`src/rmq_pkg.sv`:
```
// Shared types and constants for the rotation matrix to quaternion pipeline.
`default_nettype none

package rmq_pkg;

    localparam int unsigned Q_ONE  = 16384;
    localparam logic [1:0] ARM_LEFT  = 2'd0;
    localparam logic [1:0] ARM_RIGHT = 2'd1;

    typedef enum logic [1:0] {
        BR_W = 2'd0,
        BR_X = 2'd1,
        BR_Y = 2'd2,
        BR_Z = 2'd3
    } t_branch;

    typedef struct packed {
        logic signed [15:0] m00;
        logic signed [15:0] m01;
        logic signed [15:0] m02;
        logic signed [15:0] m10;
        logic signed [15:0] m11;
        logic signed [15:0] m12;
        logic signed [15:0] m20;
        logic signed [15:0] m21;
        logic signed [15:0] m22;
    } t_mat_in;

    typedef struct packed {
        logic signed [15:0] quat_w;
        logic signed [15:0] quat_x;
        logic signed [15:0] quat_y;
        logic signed [15:0] quat_z;
        logic               ok;
    } t_quat_out;

    // Travels alongside the square root: branch, validity and the three
    // numerators in ascending component order, skipping the branch's own.
    typedef struct packed {
        logic               ok;
        t_branch            br;
        logic signed [16:0] num0;
        logic signed [16:0] num1;
        logic signed [16:0] num2;
    } t_side;

endpackage

`default_nettype wire

```
`src/rmq_div.sv`:
```
// Pipelined rounding divider num / (2*root) with saturation to one.
`default_nettype none

module rmq_div (
    input  wire logic                i_clk,
    input  wire logic                i_rst_n,
    input  wire logic                i_valid,
    input  wire logic signed [16:0]  i_num,
    input  wire logic [15:0]         i_root,
    output logic                     o_valid,
    output logic signed [15:0]       o_quo
);
    import rmq_pkg::*;

    localparam int NB = 15;

    logic [16:0] n_mag;
    logic [31:0] n_n;
    logic [16:0] n_s;
    logic [32:0] n_lim;

    assign n_mag = i_num[16] ? 17'(-i_num) : 17'(i_num);
    assign n_n   = {1'b0, n_mag, 14'b0} + {16'b0, i_root};
    assign n_s   = {i_root, 1'b0};
    assign n_lim = {2'b00, n_s, 14'b0} + {16'b0, n_s};

    logic [NB:0]  r_vld;
    logic [31:0]  r_rem  [0:NB];
    logic [16:0]  r_s    [0:NB];
    logic [14:0]  r_q    [0:NB];
    logic [NB:0]  r_neg;
    logic [NB:0]  r_sat;
    logic [NB:0]  r_zero;

    always_ff @(posedge i_clk) begin
        if (!i_rst_n) begin
            r_vld[0] <= 1'b0;
        end else begin
            r_vld[0] <= i_valid;
        end
        r_rem[0]  <= n_n;
        r_s[0]    <= n_s;
        r_q[0]    <= '0;
        r_neg[0]  <= i_num[16];
        r_sat[0]  <= ({1'b0, n_n} >= n_lim);
        r_zero[0] <= (i_root == '0);
    end

    for (genvar k = 1; k <= NB; k++) begin : g_stage
        localparam int SH = NB - k;
        logic [31:0] n_sub;
        logic        n_ge;
        assign n_sub = {15'b0, r_s[k-1]} << SH;
        assign n_ge  = (r_rem[k-1] >= n_sub);

        always_ff @(posedge i_clk) begin
            if (!i_rst_n) begin
                r_vld[k] <= 1'b0;
            end else begin
                r_vld[k] <= r_vld[k-1];
            end
            r_rem[k]  <= n_ge ? (r_rem[k-1] - n_sub) : r_rem[k-1];
            r_s[k]    <= r_s[k-1];
            r_q[k]    <= {r_q[k-1][13:0], n_ge};
            r_neg[k]  <= r_neg[k-1];
            r_sat[k]  <= r_sat[k-1];
            r_zero[k] <= r_zero[k-1];
        end
    end

    logic [15:0] n_qmag;
    always_comb begin
        if (r_zero[NB]) begin
            n_qmag = '0;
        end else if (r_sat[NB]) begin
            n_qmag = 16'(Q_ONE);
        end else begin
            n_qmag = {1'b0, r_q[NB]};
        end
    end

    assign o_valid = r_vld[NB];
    assign o_quo   = r_neg[NB] ? 16'(-n_qmag) : n_qmag;

endmodule

`default_nettype wire

```
`config.mk`:
```
export PLATFORM = sky130hd
export DESIGN_NAME = rmq_div
export DESIGN_NICKNAME = d
export VERILOG_FILES = /design/src/rmq_pkg.sv /design/src/rmq_div.sv
export SDC_FILE = /design/constraint.sdc
export NUM_CORES = 1
export LEC_CHECK = 0
export BUFFER_PORTS_ARGS = -buffer_cell sky130_fd_sc_hd__buf_2
export CORE_AREA = 2 2 265 267
export DETAILED_ROUTE_END_ITERATION = 10
export DIE_AREA = 0 0 267 269
export PLACE_DENSITY = 0.62
export SETUP_SLACK_MARGIN = 0.3
export SYNTH_ARGS = -nofsm -noshare
export SYNTH_HDL_FRONTEND = slang
export SYNTH_SLANG_ARGS = --single-unit
```
`constraint.sdc`:
```
create_clock -name i_clk -period 7.9 [get_ports i_clk]
set_clock_uncertainty 0.1 [all_clocks]
set_input_delay 0.395 -clock i_clk [delete_from_list [all_inputs] [get_ports i_clk]]
set_output_delay 0.395 -clock i_clk [all_outputs]
set_load 0.005 [all_outputs]
```
==> results_dict.tcl <==
set metrics [dict create \
    mostFrequentLayoutCells "772 x dfxtp_1, 324 x inv_1, 296 x nor2_1, 292 x ha_1, 288 x a21oi_1" \
    tightest_slew_ns 1.03 \
    ant_nets 0 \
    p_total_mw 15.6 \
    cts_root_buffer "clkbuf_16" \
    syn_avg_cell_area_sq_um 9.39 \
    fp-row-count 97 \
    cpPeakStageDelay_ns 0.52 \
    nFillCells 6226 \
    grt_antenna_before_repair 0 \
    hp-class "input port to flip-flop" \
    regArea_sq_um 15500 \
    async_flop_share_pct 0 \
    cts_buffers 81 \
    diodes 0 \
    crit_required_ns 8.38 \
    critPathLaunchType "input port" \
    r2r_cells 10 \
    hold_slack_ns 0.0274 \
    ioPinCount 53 \
    die_height_um 269 \
    fp.dieArea_sq_um 71800 \
    synth-main-ff-cell "dfxtp_1" \
    maxCapViolCount 0 \
    fin_setup_tns_ns 0 \
    multi_input_area_sq_um 18000 \
    yosys_warnings 0 \
    relSlewSlack_pct 31.3 \
    cts_htree_levels 3 \
    power.leakage_nw 17.3 \
    synthDistinctLibCells 84 \
    cts_tree "yes" \
    timing.fmax_mhz 226 \
    firstDrtPassIters 7 \
    crit_path_max_fanout 24 \
    grt_max_degree 38 \
    grt.total_usage_pct 21.7 \
    cts_buffer_depth 3 \
    drtIter0Drc 1382 \
    gr-total-overflow 0 \
    vias 25600 \
    seq_area_frac_synth_pct 44.2 \
    startpoint "i_num[16]" \
    crit_slowest_cell "dlygate4sd3_1" \
    clkLatencyLatePin_ns 0.65 \
    wl_per_cell_um 16.0 \
    clock_sinks 772 \
    dpl-instance-area_sq_um 36200 \
    synthesis.area_sq_um 35000 \
    cp-end-kind "flip-flop" \
    synth_edf_count 0 \
    syn_inst 3727 \
    r2r_start "r_rem[2][2]" \
    design_area_sq_um 39300 \
    grt_pass1_vias 25400 \
    final_nets 4174 \
    synth-seq-cells 772 \
    holdPathStages 2 \
    p_per_area_nw_per_um2 398 \
    portBuffers 52 \
    path_buf_inv 2 \
    place_congestion 0.933 \
    ir_drop_mv 0.277 \
    hold_violations 0 \
    dp_slack_ns 3.24 \
    drt_wl_total_um 77300 \
    areaGrowthSynthToFinish_pct 12.2 \
    start_util_pct 50.5 \
    worst-path-stages 18 \
    core_area_sq_um 69300 \
    rrSetupSlack_ns 4.10 \
    fp.dieW_um 267 \
    fin_ws_ns 3.48 \
    path_class "input port to flip-flop" \
    rsz0062_at_grt "false" \
    clk_pin_slew_worst_paths_ns 0.06 \
    layout-drive-gt1-share_pct 7.96 \
    layout_commonest_cell "dfxtp_1" \
    crit_chain "dlygate4sd3_1 > buf_2 > o21ai_0 > ha_1 > a21oi_1 > or4_1 > a211oi_1 > nor4b_2 > a21oi_1 > o22ai_1 > xnor2_1 > ha_1 > nand4_1 > nor3_1 > nor4b_1 > o21ai_0 > o221ai_1 > a2111o_1" \
    slew_viol_final 0 \
    setup_viol 0 \
    grt_pass1_wl_um 127000 \
    drcViolationCount 0 \
    hp-start "i_num[13]" \
    dp_hpwl_um 59500 \
    arrival_ns 4.90 \
    critPathTopFamily "simple AND/OR/NAND/NOR gates" \
    timing.final.crit_share_pct 56.0 \
    outcome "complete, no violations" \
    min_period_ns 4.42 \
    routed_via_density 5.29 \
]
-- worst paths after layout --
kind                  endpoint
hold / removal    r_rem[0][27]
setup reg to reg  r_rem[3][31]
setup / recovery      r_sat[0]
hold reg to reg       r_sat[9]
-- state kept, by name, summed over array words and instances, names as in the netlist --
| register | cells |
|---|---|
| r_rem | 480 |
| r_q | 120 |
| r_s | 108 |
| r_neg | 16 |
| r_sat | 16 |
| r_zero | 16 |
| r_vld | 15 |
| o_valid | 1 |
-- cell type report --
class | instances | area share (%)
multi-input combinational | 2565 | 45.9
sequential | 772 | 39.4
clock buffer | 110 | 5.72
inverter | 326 | 3.12
tap | 940 | 3.00
clock inverter | 39 | 1.48
timing repair buffer | 84 | 1.40
-- routing by layer --
metal / track usage (%) / wire (um) / up-vias
met5: 0 / 0 / -
met4: 8.23 / 2620 / 0
met3: 3.29 / 2490 / 165
met2: 40.0 / 38200 / 365
met1: 25.4 / 34000 / 11800
li1: - / - / 13200
-- Yosys cell counts (6+ instances only) --
cell type,count,area (sq um)
o31a_1,17,149
nand4_1,48,300
o211ai_1,14,105
a21oi_1,289,1450
a2111oi_0,12,105
nor3_1,82,410
mux2_2,59,664
clkbuf_1,44,165
xor2_1,133,1160
o41ai_1,7,61.3
or2_2,23,144
nand3_1,70,350
o2111ai_1,13,114
a211o_1,15,131
or3_1,26,163
o21bai_1,16,120
and2_1,32,200
or4_1,10,75.1
a31oi_1,25,156
a41oi_1,6,52.6
nor2b_1,63,394
a31o_2,8,70.1
o21ai_0,167,836
o31ai_1,36,270
nor2_1,296,1110
nor3b_1,11,82.6
ha_1,292,3650
nand2b_1,47,294
nand3b_1,15,113
fa_1,16,320
buf_1,7,26.3
nor4b_1,8,70.1
nor4_1,62,388
nand2_1,194,728
dfxtp_1,772,15500
buf_2,7,35.0
and3_1,25,156
a211oi_1,30,225
nand4b_1,7,61.3
xnor2_1,176,1540
o21a_1,53,398
inv_1,324,1220
a21o_1,77,578
-- kinds of logic (layout without fill, tap and decap cells) --
logic type               count (synthesis)  after routing  share of synthesized area (%)
AO/OA/AOI/OAI                          837            837                           15.2
adder cells (fa/ha/maj)                308            308                           11.4
multiplexers                            63             63                           2.01
flip-flops                             772            772                           44.2
AND/OR/NAND/NOR                       1046           1046                           15.2
buffers and inverters                  391            559                           4.35
other                                    1              2                         0.0107
XOR/XNOR                               309            309                           7.73
-- where the power goes --
group / switching, mW / internal, mW / total [mW]
registers: 0.731 / 5.00 / 5.73
logic: 3.22 / 2.80 / 6.02
clock network: 1.59 / 2.30 / 3.88
-- stage by stage --
stage          utilization (%)  cells
4_1_cts                   56.7   4836
5_1_grt                   56.7   4836
6_report                  56.7   4836
3_5_place_dp              52.3   4667
3_3_place_gp              52.3   4667
2_1_floorplan                -   3728
-- what timing repair did --
action / in CTS / in global routing
hold endpoints to repair: 34 / 0
gates resized for setup: 0 / 0
buffers inserted: 0 / 0
hold buffers: 20 / 0
No activity file was read; power rests on OpenSTA's default activity.
