File: config.mk
export PLATFORM = sky130hd
export DESIGN_NAME = rmq_sqrt
export DESIGN_NICKNAME = d
export VERILOG_FILES = /design/src/rmq_pkg.sv /design/src/rmq_sqrt.sv
export SDC_FILE = /design/constraint.sdc
export NUM_CORES = 1
export LEC_CHECK = 0
export ABC_AREA = 1
export BUFFER_PORTS_ARGS = -buffer_cell sky130_fd_sc_hd__buf_2
export CAP_MARGIN = 20
export CORE_MARGIN = 2
export CORE_UTILIZATION = 55
export DETAILED_ROUTE_END_ITERATION = 8
export PLACE_DENSITY = 0.72
export SETUP_SLACK_MARGIN = 0.02
export SLEW_MARGIN = 5
export SYNTH_ARGS = -nofsm -noshare
export SYNTH_HDL_FRONTEND = slang
export SYNTH_SLANG_ARGS = --single-unit
File: constraint.sdc
create_clock -name i_clk -period 2.4 [get_ports i_clk]
set_input_delay 0.24 -clock i_clk [delete_from_list [all_inputs] [get_ports i_clk]]
set_output_delay 0.24 -clock i_clk [all_outputs]
set_load 0.03 [all_outputs]
File: src/rmq_pkg.sv
// Shared types and constants for the rotation matrix to quaternion pipeline.
`default_nettype none

package rmq_pkg;

    localparam int unsigned Q_ONE  = 16384;
    localparam logic [1:0] ARM_LEFT  = 2'd0;
    localparam logic [1:0] ARM_RIGHT = 2'd1;

    typedef enum logic [1:0] {
        BR_W = 2'd0,
        BR_X = 2'd1,
        BR_Y = 2'd2,
        BR_Z = 2'd3
    } t_branch;

    typedef struct packed {
        logic signed [15:0] m00;
        logic signed [15:0] m01;
        logic signed [15:0] m02;
        logic signed [15:0] m10;
        logic signed [15:0] m11;
        logic signed [15:0] m12;
        logic signed [15:0] m20;
        logic signed [15:0] m21;
        logic signed [15:0] m22;
    } t_mat_in;

    typedef struct packed {
        logic signed [15:0] quat_w;
        logic signed [15:0] quat_x;
        logic signed [15:0] quat_y;
        logic signed [15:0] quat_z;
        logic               ok;
    } t_quat_out;

    // Travels alongside the square root: branch, validity and the three
    // numerators in ascending component order, skipping the branch's own.
    typedef struct packed {
        logic               ok;
        t_branch            br;
        logic signed [16:0] num0;
        logic signed [16:0] num1;
        logic signed [16:0] num2;
    } t_side;

endpackage

`default_nettype wire

File: src/rmq_sqrt.sv
// Pipelined restoring integer square root, one root bit per stage.
`default_nettype none

module rmq_sqrt (
    input  wire logic          i_clk,
    input  wire logic          i_rst_n,
    input  wire logic          i_valid,
    input  wire logic [16:0]   i_arg,
    input  wire rmq_pkg::t_side i_side,
    output logic               o_valid,
    output logic [15:0]        o_root,
    output rmq_pkg::t_side     o_side
);
    import rmq_pkg::*;

    localparam int NS = 16;

    logic [NS:0]  r_vld;
    logic [31:0]  r_x    [0:NS];
    logic [17:0]  r_rem  [0:NS];
    logic [15:0]  r_root [0:NS];
    t_side        r_side [0:NS];

    always_ff @(posedge i_clk) begin
        if (!i_rst_n) begin
            r_vld[0] <= 1'b0;
        end else begin
            r_vld[0] <= i_valid;
        end
        r_x[0]    <= {1'b0, i_arg, 14'b0};
        r_rem[0]  <= '0;
        r_root[0] <= '0;
        r_side[0] <= i_side;
    end

    for (genvar k = 1; k <= NS; k++) begin : g_stage
        logic [19:0] n_sh;
        logic [19:0] n_trial;
        logic        n_ge;
        assign n_sh    = {r_rem[k-1], r_x[k-1][31:30]};
        assign n_trial = {2'b00, r_root[k-1], 2'b01};
        assign n_ge    = (n_sh >= n_trial);

        always_ff @(posedge i_clk) begin
            if (!i_rst_n) begin
                r_vld[k] <= 1'b0;
            end else begin
                r_vld[k] <= r_vld[k-1];
            end
            r_x[k]    <= {r_x[k-1][29:0], 2'b00};
            r_rem[k]  <= n_ge ? 18'(n_sh - n_trial) : n_sh[17:0];
            r_root[k] <= {r_root[k-1][14:0], n_ge};
            r_side[k] <= r_side[k-1];
        end
    end

    assign o_valid = r_vld[NS];
    assign o_root  = r_root[NS];
    assign o_side  = r_side[NS];

endmodule

`default_nettype wire

==> flow_metrics.env, run 1 <==
export IMPL_cts_resized=0
export IMPL_cts_hold_buffers_added=74
export IMPL_overflow=0
export IMPL_start_kind="register"
export IMPL_syn_inst=3771
export IMPL_fin_tns_setup_ns=0
export IMPL_drc=0
export IMPL_power_density_mw_per_mm2=1160
export IMPL_wirelength_um=70400
export IMPL_postRouteAntennaNets=0
export IMPL_p_clk_share_pct=38.4
export IMPL_cts_root_buffer="clkbuf_16"
export IMPL_finalHoldViolCount=0
export IMPL_vias_per_cell=4.63
export IMPL_synth_seq_cells=1400
export IMPL_drive_gt1_share_pct=11.8
export IMPL_die_y_um=275
export IMPL_synth_avg_cell_area_um2=10.7
export IMPL_cts_tree="yes"
export IMPL_rsz0062_at_grt="no"
export IMPL_clock_sinks=1400
export IMPL_p_int_mw=40.4
export IMPL_hpwl_um=46700
export IMPL_slew_viol_final=0
export IMPL_r2r_slack_ns=0.20
export IMPL_syn_to_final_growth_pct=17.6
export IMPL_grt_util_all_layers_pct=19.0
export IMPL_period_needed_ns=2.20
export IMPL_clk_latency_ns=0.72
export IMPL_yosys_area_top_type_share_pct=69.5
export IMPL_gp_congestion=0.874
export IMPL_yosys_area_top_type="dfxtp_1"
export IMPL_p_leak_nw=22.9
export IMPL_grt_pass1_vias=23900
export IMPL_finalCritPeriodShare_pct=91.8
export IMPL_nets=4325
export IMPL_maxCapViolCount=0
export IMPL_critPathKind="register to register"
export IMPL_cts_setup_buffers=0
export IMPL_min_path_type="input pin to register"
export IMPL_switchingPower_mw=14.7
export IMPL_clkSlewWorstSetupHoldPaths_ns=0.07
export IMPL_antenna_found_initial=0
export IMPL_setup_slack_ns=0.196
export IMPL_sw_frac_of_total_pct=26.6
export IMPL_yosys_top_cells_area="dfxtp_1, nand2_1, ha_1, inv_1, nand3_1"
export IMPL_io_pins=145
export IMPL_htreeDepth=4
export IMPL_drt_iter0_drc=1196
export IMPL_syn_area_mm2=0.0403
export IMPL_start_util_pct=55.4
export IMPL_critPathArrivalTime_ns=2.81
export IMPL_crit_required_ns=3.00
export IMPL_yosysWarnings=0
export IMPL_drt_pre_antenna_iters=7
export IMPL_finalClockSkew_ns=0.0556
export IMPL_design_die_area_mm2=0.0755
export IMPL_grt_pass1_wl_um=115000
export IMPL_async_flop_share_pct=0
export IMPL_synth_fp_nets=3990
export IMPL_cts_made_buffers=131
export IMPL_via_count=23900
export IMPL_synth_cell_types=55
export IMPL_run_status="finished, final reports clean"
export IMPL_synth_seq_area_share_pct=69.5
export IMPL_die_width_um=275
export IMPL_synth_edf_count=0
export IMPL_core_mm2=0.0728
export IMPL_diodes=0
export IMPL_fmax_mhz=454
export IMPL_grt_max_degree=21
export IMPL_fillers=5568
export IMPL_critPathMaxFanout=15
export IMPL_peakVddDrop_v=0.000843
export IMPL_row_count=99
export IMPL_p_comb_share_pct=12.8
export IMPL_clk_path_buf_depth=3
export IMPL_synthFlopType="dfxtp_1"
export IMPL_place_ws_ns=0.233
export IMPL_port_buffers=144
export IMPL_wl_per_cell_um=13.6
export IMPL_finalSetupViolCount=0
export IMPL_seqPwrFrac_pct=48.8
export IMPL_cp_end_kind="register"
power groups by stage:
stage	sequential, mW	combinational [mW]	clock (mW)
after floorplan	27.0	5.38	0
after global placement	27.4	6.92	0
after detailed placement	27.4	6.95	0
after CTS	26.9	7.10	21.7
after global routing	27.1	8.15	22.6
final	26.9	7.08	21.1
layer usage:
metal / GRT usage (%) / up-vias / wire length [µm]
li1: - / 12500 / -
met5: 0 / - / 0
met4: 7.54 / 0 / 2120
met2: 34.3 / 467 / 35500
met3: 4.08 / 155 / 3030
met1: 22.1 / 10800 / 29800
logic make-up (layout without fill, tap and decap cells):
logic type,Yosys count,count (layout),share of synthesized area [%]
buffers and inverters,454,886,4.63
other,1,1,0.00930
adders and majority gates,145,145,4.61
DFF,1400,1400,69.5
AOI/OAI and AO/OA,270,270,4.10
and+or+nand+nor,1402,1402,15.0
xor gates and xnor gates,99,99,2.15
cell usage after synthesis (7+ instances only):
cell type     n
nor2_1      249
nand2_2      16
nand2_1     770
o21ai_0      58
nand3b_1     12
nor2_2        9
ha_1        139
inv_1       412
a21o_1       13
nand3_1     235
buf_6        13
and2_1        7
a21oi_2      36
xor2_1       65
xnor2_1      34
dfxtp_1    1400
a21oi_1     108
inv_2         7
nand2_4      10
o21ai_2      20
o21ai_1      18
nand4_1      33
nor3_1       34
path summary, 6_finish.rpt:
path	endpoint	depth (start not counted)	from
hold reg to reg	r_side[12][0]$_DFF_P_	0	r_side[11][0]$_DFF_P_
setup / recovery	r_rem[0][63]$_DFF_P_	8	r_root[0][32]$_DFF_P_
setup reg to reg	r_rem[0][63]$_DFF_P_	8	r_root[0][32]$_DFF_P_
hold / removal	r_side[0][46]$_DFF_P_	2	i_side[46]
sequential cells by signal, indices dropped and copies added (netlist names):
| name | cells |
|---|---|
| r_vld | 16 |
| r_x | 89 |
| r_root | 136 |
| o_valid | 1 |
| r_rem | 240 |
| r_side | 918 |
layout make-up:
class                           count  area (µm²)  share of cell area (%)
Inverter                          427        1620                    3.42
Sequential cell                  1400       28000                    59.1
Clock buffer                      182        3780                    7.97
Multi-Input combinational cell   1917       10400                    22.0
Timing Repair Buffer              229        1540                    3.26
Tap cell                          959        1200                    2.53
Clock inverter                     48         821                    1.73
critical path, cell delays in order, from the launching register on:
cell	delay, ns
dfxtp_1	0.39
inv_1	0.06
ha_1	0.34
nand2_1	0.10
o21ai_1	0.27
nor2_1	0.11
nand2_1	0.39
nand3_1	0.23
xor2_1	0.19
stage by stage:
stage               power (mW)  util (%)  cell area, µm²  cells  hold WS, ns
global placement          34.3      57.8           42100   4858        0.310
detailed placement        34.3      57.8           42100   4858        0.312
floorplan                 32.4         -           40300   3771        0.268
global route              57.9      65.1           47400   5162        0.102
CTS                       55.7      65.1           47400   5162       0.0884
finish                    55.1      65.1           47400   5162        0.147
cell usage in the layout, fill, tap and decap left out, types with 65 or more instances in the layout:
cell type      instances
a21oi_1              108
buf_2                144
clkbuf_16            131
dfxtp_1             1400
dlygate4sd3_1         74
ha_1                 139
inv_1                412
nand2_1              770
nand3_1              235
nor2_1               249
xor2_1                65
No activity file was read; power rests on OpenSTA's default activity.
==> run 2, diff against run 1 <==
- GPL_TIMING_DRIVEN: default -> 0
- REMOVE_ABC_BUFFERS: default -> 1
- clock period: 2.4 -> 2.6 ns (I/O delays scaled with it)
==> run 2 against run 1 <==
  * Sequential share of layout area is essentially flat
  * Worst setup slack gained 0.035 ns
  * Final cell count is essentially flat
  * Sequential power shrank 8.2%
  * Maximum frequency shrank 7.0%
  * Non-clock buffer count shrank 10
  * Critical path type unchanged
  * Power shrank 7.7%
  * Sequential cell count is the same
  * Critical path depth is the same
==> flow_metrics.env, run 2 (synthesized netlist as in run 1, its figures left out) <==
export IMPL_power_mw=50.9
export IMPL_placed_area_mm2=0.0420
export IMPL_via_count=23800
export IMPL_fillers=5627
export IMPL_slew_viol_final=0
export IMPL_mostFrequentLayoutCell="dfxtp_1"
export IMPL_p_leak_nw=22.9
export IMPL_fmax_mhz=422
export IMPL_port_buffers=144
export IMPL_postRouteAntennaNets=0
export IMPL_io_pins=145
export IMPL_design_die_area_mm2=0.0755
export IMPL_nets=4314
export IMPL_grt_max_degree=21
export IMPL_largest_reg_flops=918
export IMPL_clock_sinks=1400
export IMPL_diodes=0
export IMPL_grt_use_met2_pct=33.0
export IMPL_critPathKind="register to register"
export IMPL_multiInputGateArea_mm2=0.0104
export IMPL_die_width_um=275
export IMPL_use_met3_pct=3.81
export IMPL_row_count=99
export IMPL_clk_path_buf_depth=3
export IMPL_grt_util_all_layers_pct=18.6
export IMPL_peakVddDrop_v=0.000988
export IMPL_core_mm2=0.0728
export IMPL_period_needed_ns=2.37
export IMPL_finalSetupViolCount=0
export IMPL_vias_per_cell=4.61
export IMPL_grt_pass1_wl_um=113000
export IMPL_ff_latch_area_mm2=0.0280
export IMPL_fin_tns_setup_ns=0
export IMPL_place_ws_ns=0.0401
export IMPL_gr_usage_met1_pct=22.3
export IMPL_start_util_pct=55.4
export IMPL_critPathMaxFanout=18
export IMPL_top_usage_layer="met2"
export IMPL_wirelength_um=68400
export IMPL_final_cell_mix="dfxtp_1, nand2_1, inv_1, nor2_1, nand3_1"
export IMPL_finalClockSkew_ns=0.0647
export IMPL_overflow=0
export IMPL_drive_gt1_share_pct=11.8
export IMPL_clkSlewWorstSetupHoldPaths_ns=0.06
export IMPL_relSlewSlack_pct=52.7
export IMPL_reg_top3="r_side (918), r_rem (240), r_root (136)"
export IMPL_crit_required_ns=3.18
export IMPL_cts_made_buffers=130
export IMPL_antenna_found_initial=0
export IMPL_finalCritPeriodShare_pct=91.1
export IMPL_setup_slack_ns=0.231
export IMPL_drt_iter0_drc=1282
export IMPL_critPathArrivalTime_ns=2.95
export IMPL_top_register="r_side"
export IMPL_drt_pre_antenna_iters=6
export IMPL_max_slew_worst_pin_slew_ns=0.709
export IMPL_start_kind="register"
export IMPL_run_status="finished, final reports clean"
export IMPL_die_y_um=275
export IMPL_cts_resized=0
export IMPL_grt_pass1_vias=23700
export IMPL_clk_latency_ns=0.73
export IMPL_hpwl_um=45000
export IMPL_cts_root_buffer="clkbuf_16"
export IMPL_htreeDepth=4
export IMPL_rsz0062_at_grt="no"
export IMPL_min_path_type="input pin to register"
export IMPL_dpl_cell_count=4847
export IMPL_drc=0
export IMPL_fin_area_mm2=0.0474
export IMPL_finalHoldViolCount=0
export IMPL_gp_congestion=0.874
export IMPL_maxCapViolCount=0
export IMPL_cp_end_kind="register"
export IMPL_cts_tree="yes"
export IMPL_stdcell_count=5158
export IMPL_wl_per_cell_um=13.3
export IMPL_syn_to_final_growth_pct=17.5
export IMPL_power_density_mw_per_mm2=1070
==> run 2: cell count changes in the layout (fill, tap and decap cells not counted), sizes merged <==
cell,change
inv,-1
bufinv,+2
buf,-11
clkinvlp,-3
clkinv,+14
clkbuf,-5
==> run 2: worst paths after layout <==
path	end	slack [ns]	startpoint	cells past startpoint
worst max register to register	r_rem[0][228]$_DFF_P_	0.23	r_rem[0][198]$_SDFF_PP0_	8
worst min-delay path	r_x[0][15]$_DFF_P_	0.16	i_arg[3]	2
worst min register to register	r_side[11][35]$_DFF_P_	0.28	r_side[10][35]$_DFF_P_	0
worst max-delay path	r_rem[0][228]$_DFF_P_	0.23	r_rem[0][198]$_SDFF_PP0_	8
==> run 2: area by class of cell <==
cell class / instances / share of cell area [%]
Sequential cell: 1400 / 59.1
Clock buffer: 176 / 7.86
Timing Repair Buffer: 219 / 3.10
Tap cell: 959 / 2.53
Clock inverter: 60 / 1.96
Inverter: 427 / 3.42
Multi-Input combinational cell: 1917 / 22.0
==> run 2: what timing repair did <==
| item | CTS | global route |
|---|---|---|
| buffers inserted | 0 | 0 |
| hold endpoints to repair | 88 | 0 |
| hold buffers | 74 | 0 |
| setup endpoints to repair | 0 | 0 |
==> run 2: critical path, stage by stage (launching register included) <==
cell     delay [ns]
dfxtp_1        0.35
ha_1           0.28
fa_1           0.46
nand3_1        0.15
nand3_1        0.11
nand2_1        0.32
nand2_2        0.34
nand2_1        0.15
nand2_1        0.09
==> run 2: report_power, final <==
group	internal (mW)	total [mW]	switching [mW]	leakage (nW)
Sequential	23.6	24.7	1.11	11.8
Combinational	2.40	6.53	4.13	8.86
Clock	11.4	19.6	8.22	2.27
Total	37.4	50.9	13.5	22.9
==> run 2: per-stage QoR <==
step / util [%] / hold slack, ns
finish: 65.1 / 0.158
global route: 65.1 / 0.123
CTS: 65.1 / 0.0909
detailed placement: 57.7 / 0.312
global placement: 57.7 / 0.309
floorplan: - / 0.288
==> run 2: metal layers <==
layer  vias to the layer above  routed length, µm  share of wire [%]
met3                       134               2860                4.2
met5                         -                  0                  0
met2                       453              34000                 50
met4                         0               1780                2.6
li1                      12500                  -                  -
met1                     10700              29800                 44
==> run 3, diff against run 2 <==
- ABC_AREA: 1 -> 0
- CTS_CLUSTER_SIZE: default -> 30
==> run 3 against run 2 <==
  * Sequential cell count is the same
  * Critical path depth is 2 higher
  * Global-route usage shrank 2.0 points
  * Synthesized cell count fell by 25%
  * Non-clock buffer count increased by 29
  * Die area down 6.8%
  * Critical path type unchanged
==> flow_metrics.env, run 3 <==
export IMPL_wl_met3_um=2060
export IMPL_power_density_mw_per_mm2=1060
export IMPL_start_kind="register"
export IMPL_syn_area_mm2=0.0376
export IMPL_antenna_found_initial=0
export IMPL_yosys_area_top_type="dfxtp_1"
export IMPL_top_register="r_side"
export IMPL_postRouteAntennaNets=0
export IMPL_crit_slowest_cell="a221oi_4"
export IMPL_place_ws_ns=-0.854
export IMPL_maxCapViolCount=0
export IMPL_synth_seq_area_share_pct=74.6
export IMPL_p_comb_share_pct=8.7
export IMPL_crit_chain="inv_2 > ha_4 > fa_2 > a21o_1 > a221oi_4 > a21oi_4 > o2111ai_4 > and2_4 > inv_8 > mux2_4"
export IMPL_drt_iter0_drc=852
export IMPL_core_mm2=0.0674
export IMPL_period_needed_ns=2.58
export IMPL_rr_worst_depth=10
export IMPL_row_count=95
export IMPL_finalHoldViolCount=0
export IMPL_start_util_pct=55.7
export IMPL_synth_cell_types=76
export IMPL_multiInputGateArea_mm2=0.00910
export IMPL_reg_top3="r_side (918), r_rem (240), r_root (136)"
export IMPL_dpl_cell_count=3809
export IMPL_wl_met1_um=22300
export IMPL_relSlewSlack_pct=45.7
export IMPL_routed_top_layer="met4"
export IMPL_nets=3395
export IMPL_min_path_type="input pin to register"
export IMPL_min_path_cells=2
export IMPL_cts_made_buffers=131
export IMPL_grt_pass1_vias=20800
export IMPL_critPathMaxFanout=6
export IMPL_clk_latency_ns=0.71
export IMPL_placed_area_mm2=0.0392
export IMPL_vias_per_cell=4.76
export IMPL_utilization_pct=67.0
export IMPL_synth_avg_cell_area_um2=13.3
export IMPL_stdcell_count=4152
export IMPL_synth_edf_count=0
export IMPL_ff_latch_area_mm2=0.0280
export IMPL_grt_util_all_layers_pct=16.6
export IMPL_syn_to_final_growth_pct=20.2
export IMPL_via_count=19800
export IMPL_p_int_mw=36.7
export IMPL_wl_per_cell_um=14.0
export IMPL_p_leak_nw=20.1
export IMPL_overflow=0
export IMPL_slew_viol_final=0
export IMPL_synth_common_cells="dfxtp_1, inv_1, ha_1"
export IMPL_crit_required_ns=3.19
export IMPL_yosys_top_cells_area="dfxtp_1, ha_1, xnor2_1, xor2_1, inv_1"
export IMPL_yosys_area_top_type_share_pct=74.6
export IMPL_cts_tree="yes"
export IMPL_largest_reg_flops=918
export IMPL_design_die_area_mm2=0.0704
export IMPL_cpLargestDelayFamily="compound AO/OA/AOI/OAI gates"
export IMPL_mostFrequentLayoutCell="dfxtp_1"
export IMPL_clk_path_buf_depth=3
export IMPL_finalClockSkew_ns=0.0576
export IMPL_htreeDepth=4
export IMPL_fillers=4664
export IMPL_die_width_um=265
export IMPL_p_clk_share_pct=40.1
export IMPL_diodes=0
export IMPL_die_y_um=265
export IMPL_r2r_slack_ns=0.02
export IMPL_switchingPower_mw=11.3
export IMPL_seqPwrFrac_pct=51.3
export IMPL_hpwl_um=34900
export IMPL_critPathKind="register to register"
export IMPL_clkSlewWorstSetupHoldPaths_ns=0.06
export IMPL_setup_slack_ns=0.0218
export IMPL_critPathArrivalTime_ns=3.16
export IMPL_grt_max_degree=22
export IMPL_final_cell_mix="dfxtp_1, inv_1, buf_2, ha_1, clkbuf_16"
export IMPL_slowest_delay_ns=0.34
export IMPL_grt_pass1_wl_um=95500
export IMPL_max_slew_worst_pin_slew_ns=0.808
export IMPL_clock_sinks=1400
export IMPL_rsz0062_at_grt="yes"
export IMPL_met2_length_um=31500
export IMPL_gp_congestion=0.895
export IMPL_io_pins=145
export IMPL_cp_depth=10
export IMPL_drt_pre_antenna_iters=6
export IMPL_yosysMostFrequentCell="dfxtp_1"
export IMPL_sw_frac_of_total_pct=23.5
export IMPL_fmax_mhz=388
export IMPL_finalCritPeriodShare_pct=99.2
export IMPL_yosysWarnings=0
export IMPL_synth_seq_cells=1400
export IMPL_port_buffers=144
export IMPL_finalSetupViolCount=0
export IMPL_synthFlopType="dfxtp_1"
export IMPL_syn_inst=2819
export IMPL_peakVddDrop_v=0.000755
export IMPL_drive_gt1_share_pct=15.2
export IMPL_wirelength_um=58100
export IMPL_async_flop_share_pct=0
export IMPL_run_status="finished, final reports clean"
export IMPL_drc=0
export IMPL_cp_end_kind="register"
export IMPL_cts_root_buffer="clkbuf_16"
export IMPL_fin_area_mm2=0.0451
export IMPL_path_buf_inv=2
run 3: what timing repair did:
action | CTS | global route
endpoints found under the hold margin | 88 | 0
resized for setup | 57 | 26
setup endpoints to repair | 143 | 84
cloned | 3 | 1
pin swaps | 14 | 16
hold buffers | 74 | 0
buffers inserted | 15 | 14
run 3: power by group through the flow:
| stage | Sequential [mW] | Combinational (mW) | Clock (mW) |
|---|---|---|---|
| after floorplan | 24.8 | 2.92 | 0 |
| after global placement | 24.9 | 3.63 | 0 |
| after detailed placement | 25.0 | 3.78 | 0 |
| after CTS | 24.6 | 4.08 | 19.7 |
| after global routing | 24.8 | 4.65 | 20.7 |
| final | 24.6 | 4.16 | 19.2 |
run 3: worst paths after layout:
kind,endpoint,from
worst max-delay path,r_rem[0][244]$_DFF_P_,r_root[0][192]$_DFF_P_
worst min-delay path,r_x[0][16]$_DFF_P_,i_arg[4]
worst max register to register,r_rem[0][244]$_DFF_P_,r_root[0][192]$_DFF_P_
worst min register to register,r_side[11][23]$_DFF_P_,r_side[10][23]$_DFF_P_
run 3: cell type report:
class	instances	area share [%]
repair inverters	1	0.0250
inverters	172	1.46
clock buffers	186	8.28
flip-flops and latches	1400	62.1
clock inverters	50	1.76
multi-input cells	1222	20.2
well taps	873	2.42
repair buffers	248	3.77
run 3: layer usage:
layer / vias to the layer above / GRT usage (%)
li1: 10100 / -
met1: 9167 / 16.6
met2: 342 / 31.7
met3: 155 / 3.99
met4: 0 / 8.72
met5: - / 0
run 3: cell families (layout without fill, tap and decap cells):
group,count (synthesis),in the layout,share of synthesized area (%)
compound gates,371,373,6.35
xor+xnor,163,163,3.80
fa+ha+maj,145,145,4.95
buf+inv,200,657,2.07
flops,1400,1400,74.6
mux,47,47,1.40
other cells,1,1,0.00998
simple gates,492,493,6.80
run 3: stage by stage:
stage	setup TNS [ns]	hold slack [ns]	power [mW]
2_1_floorplan	-0.745	0.288	27.8
3_3_place_gp	-40.05	0.309	28.6
3_5_place_dp	-41.91	0.312	28.8
4_1_cts	-0.0158	0.118	48.4
5_1_grt	-0.361	0.131	50.1
6_report	0	0.180	48.0
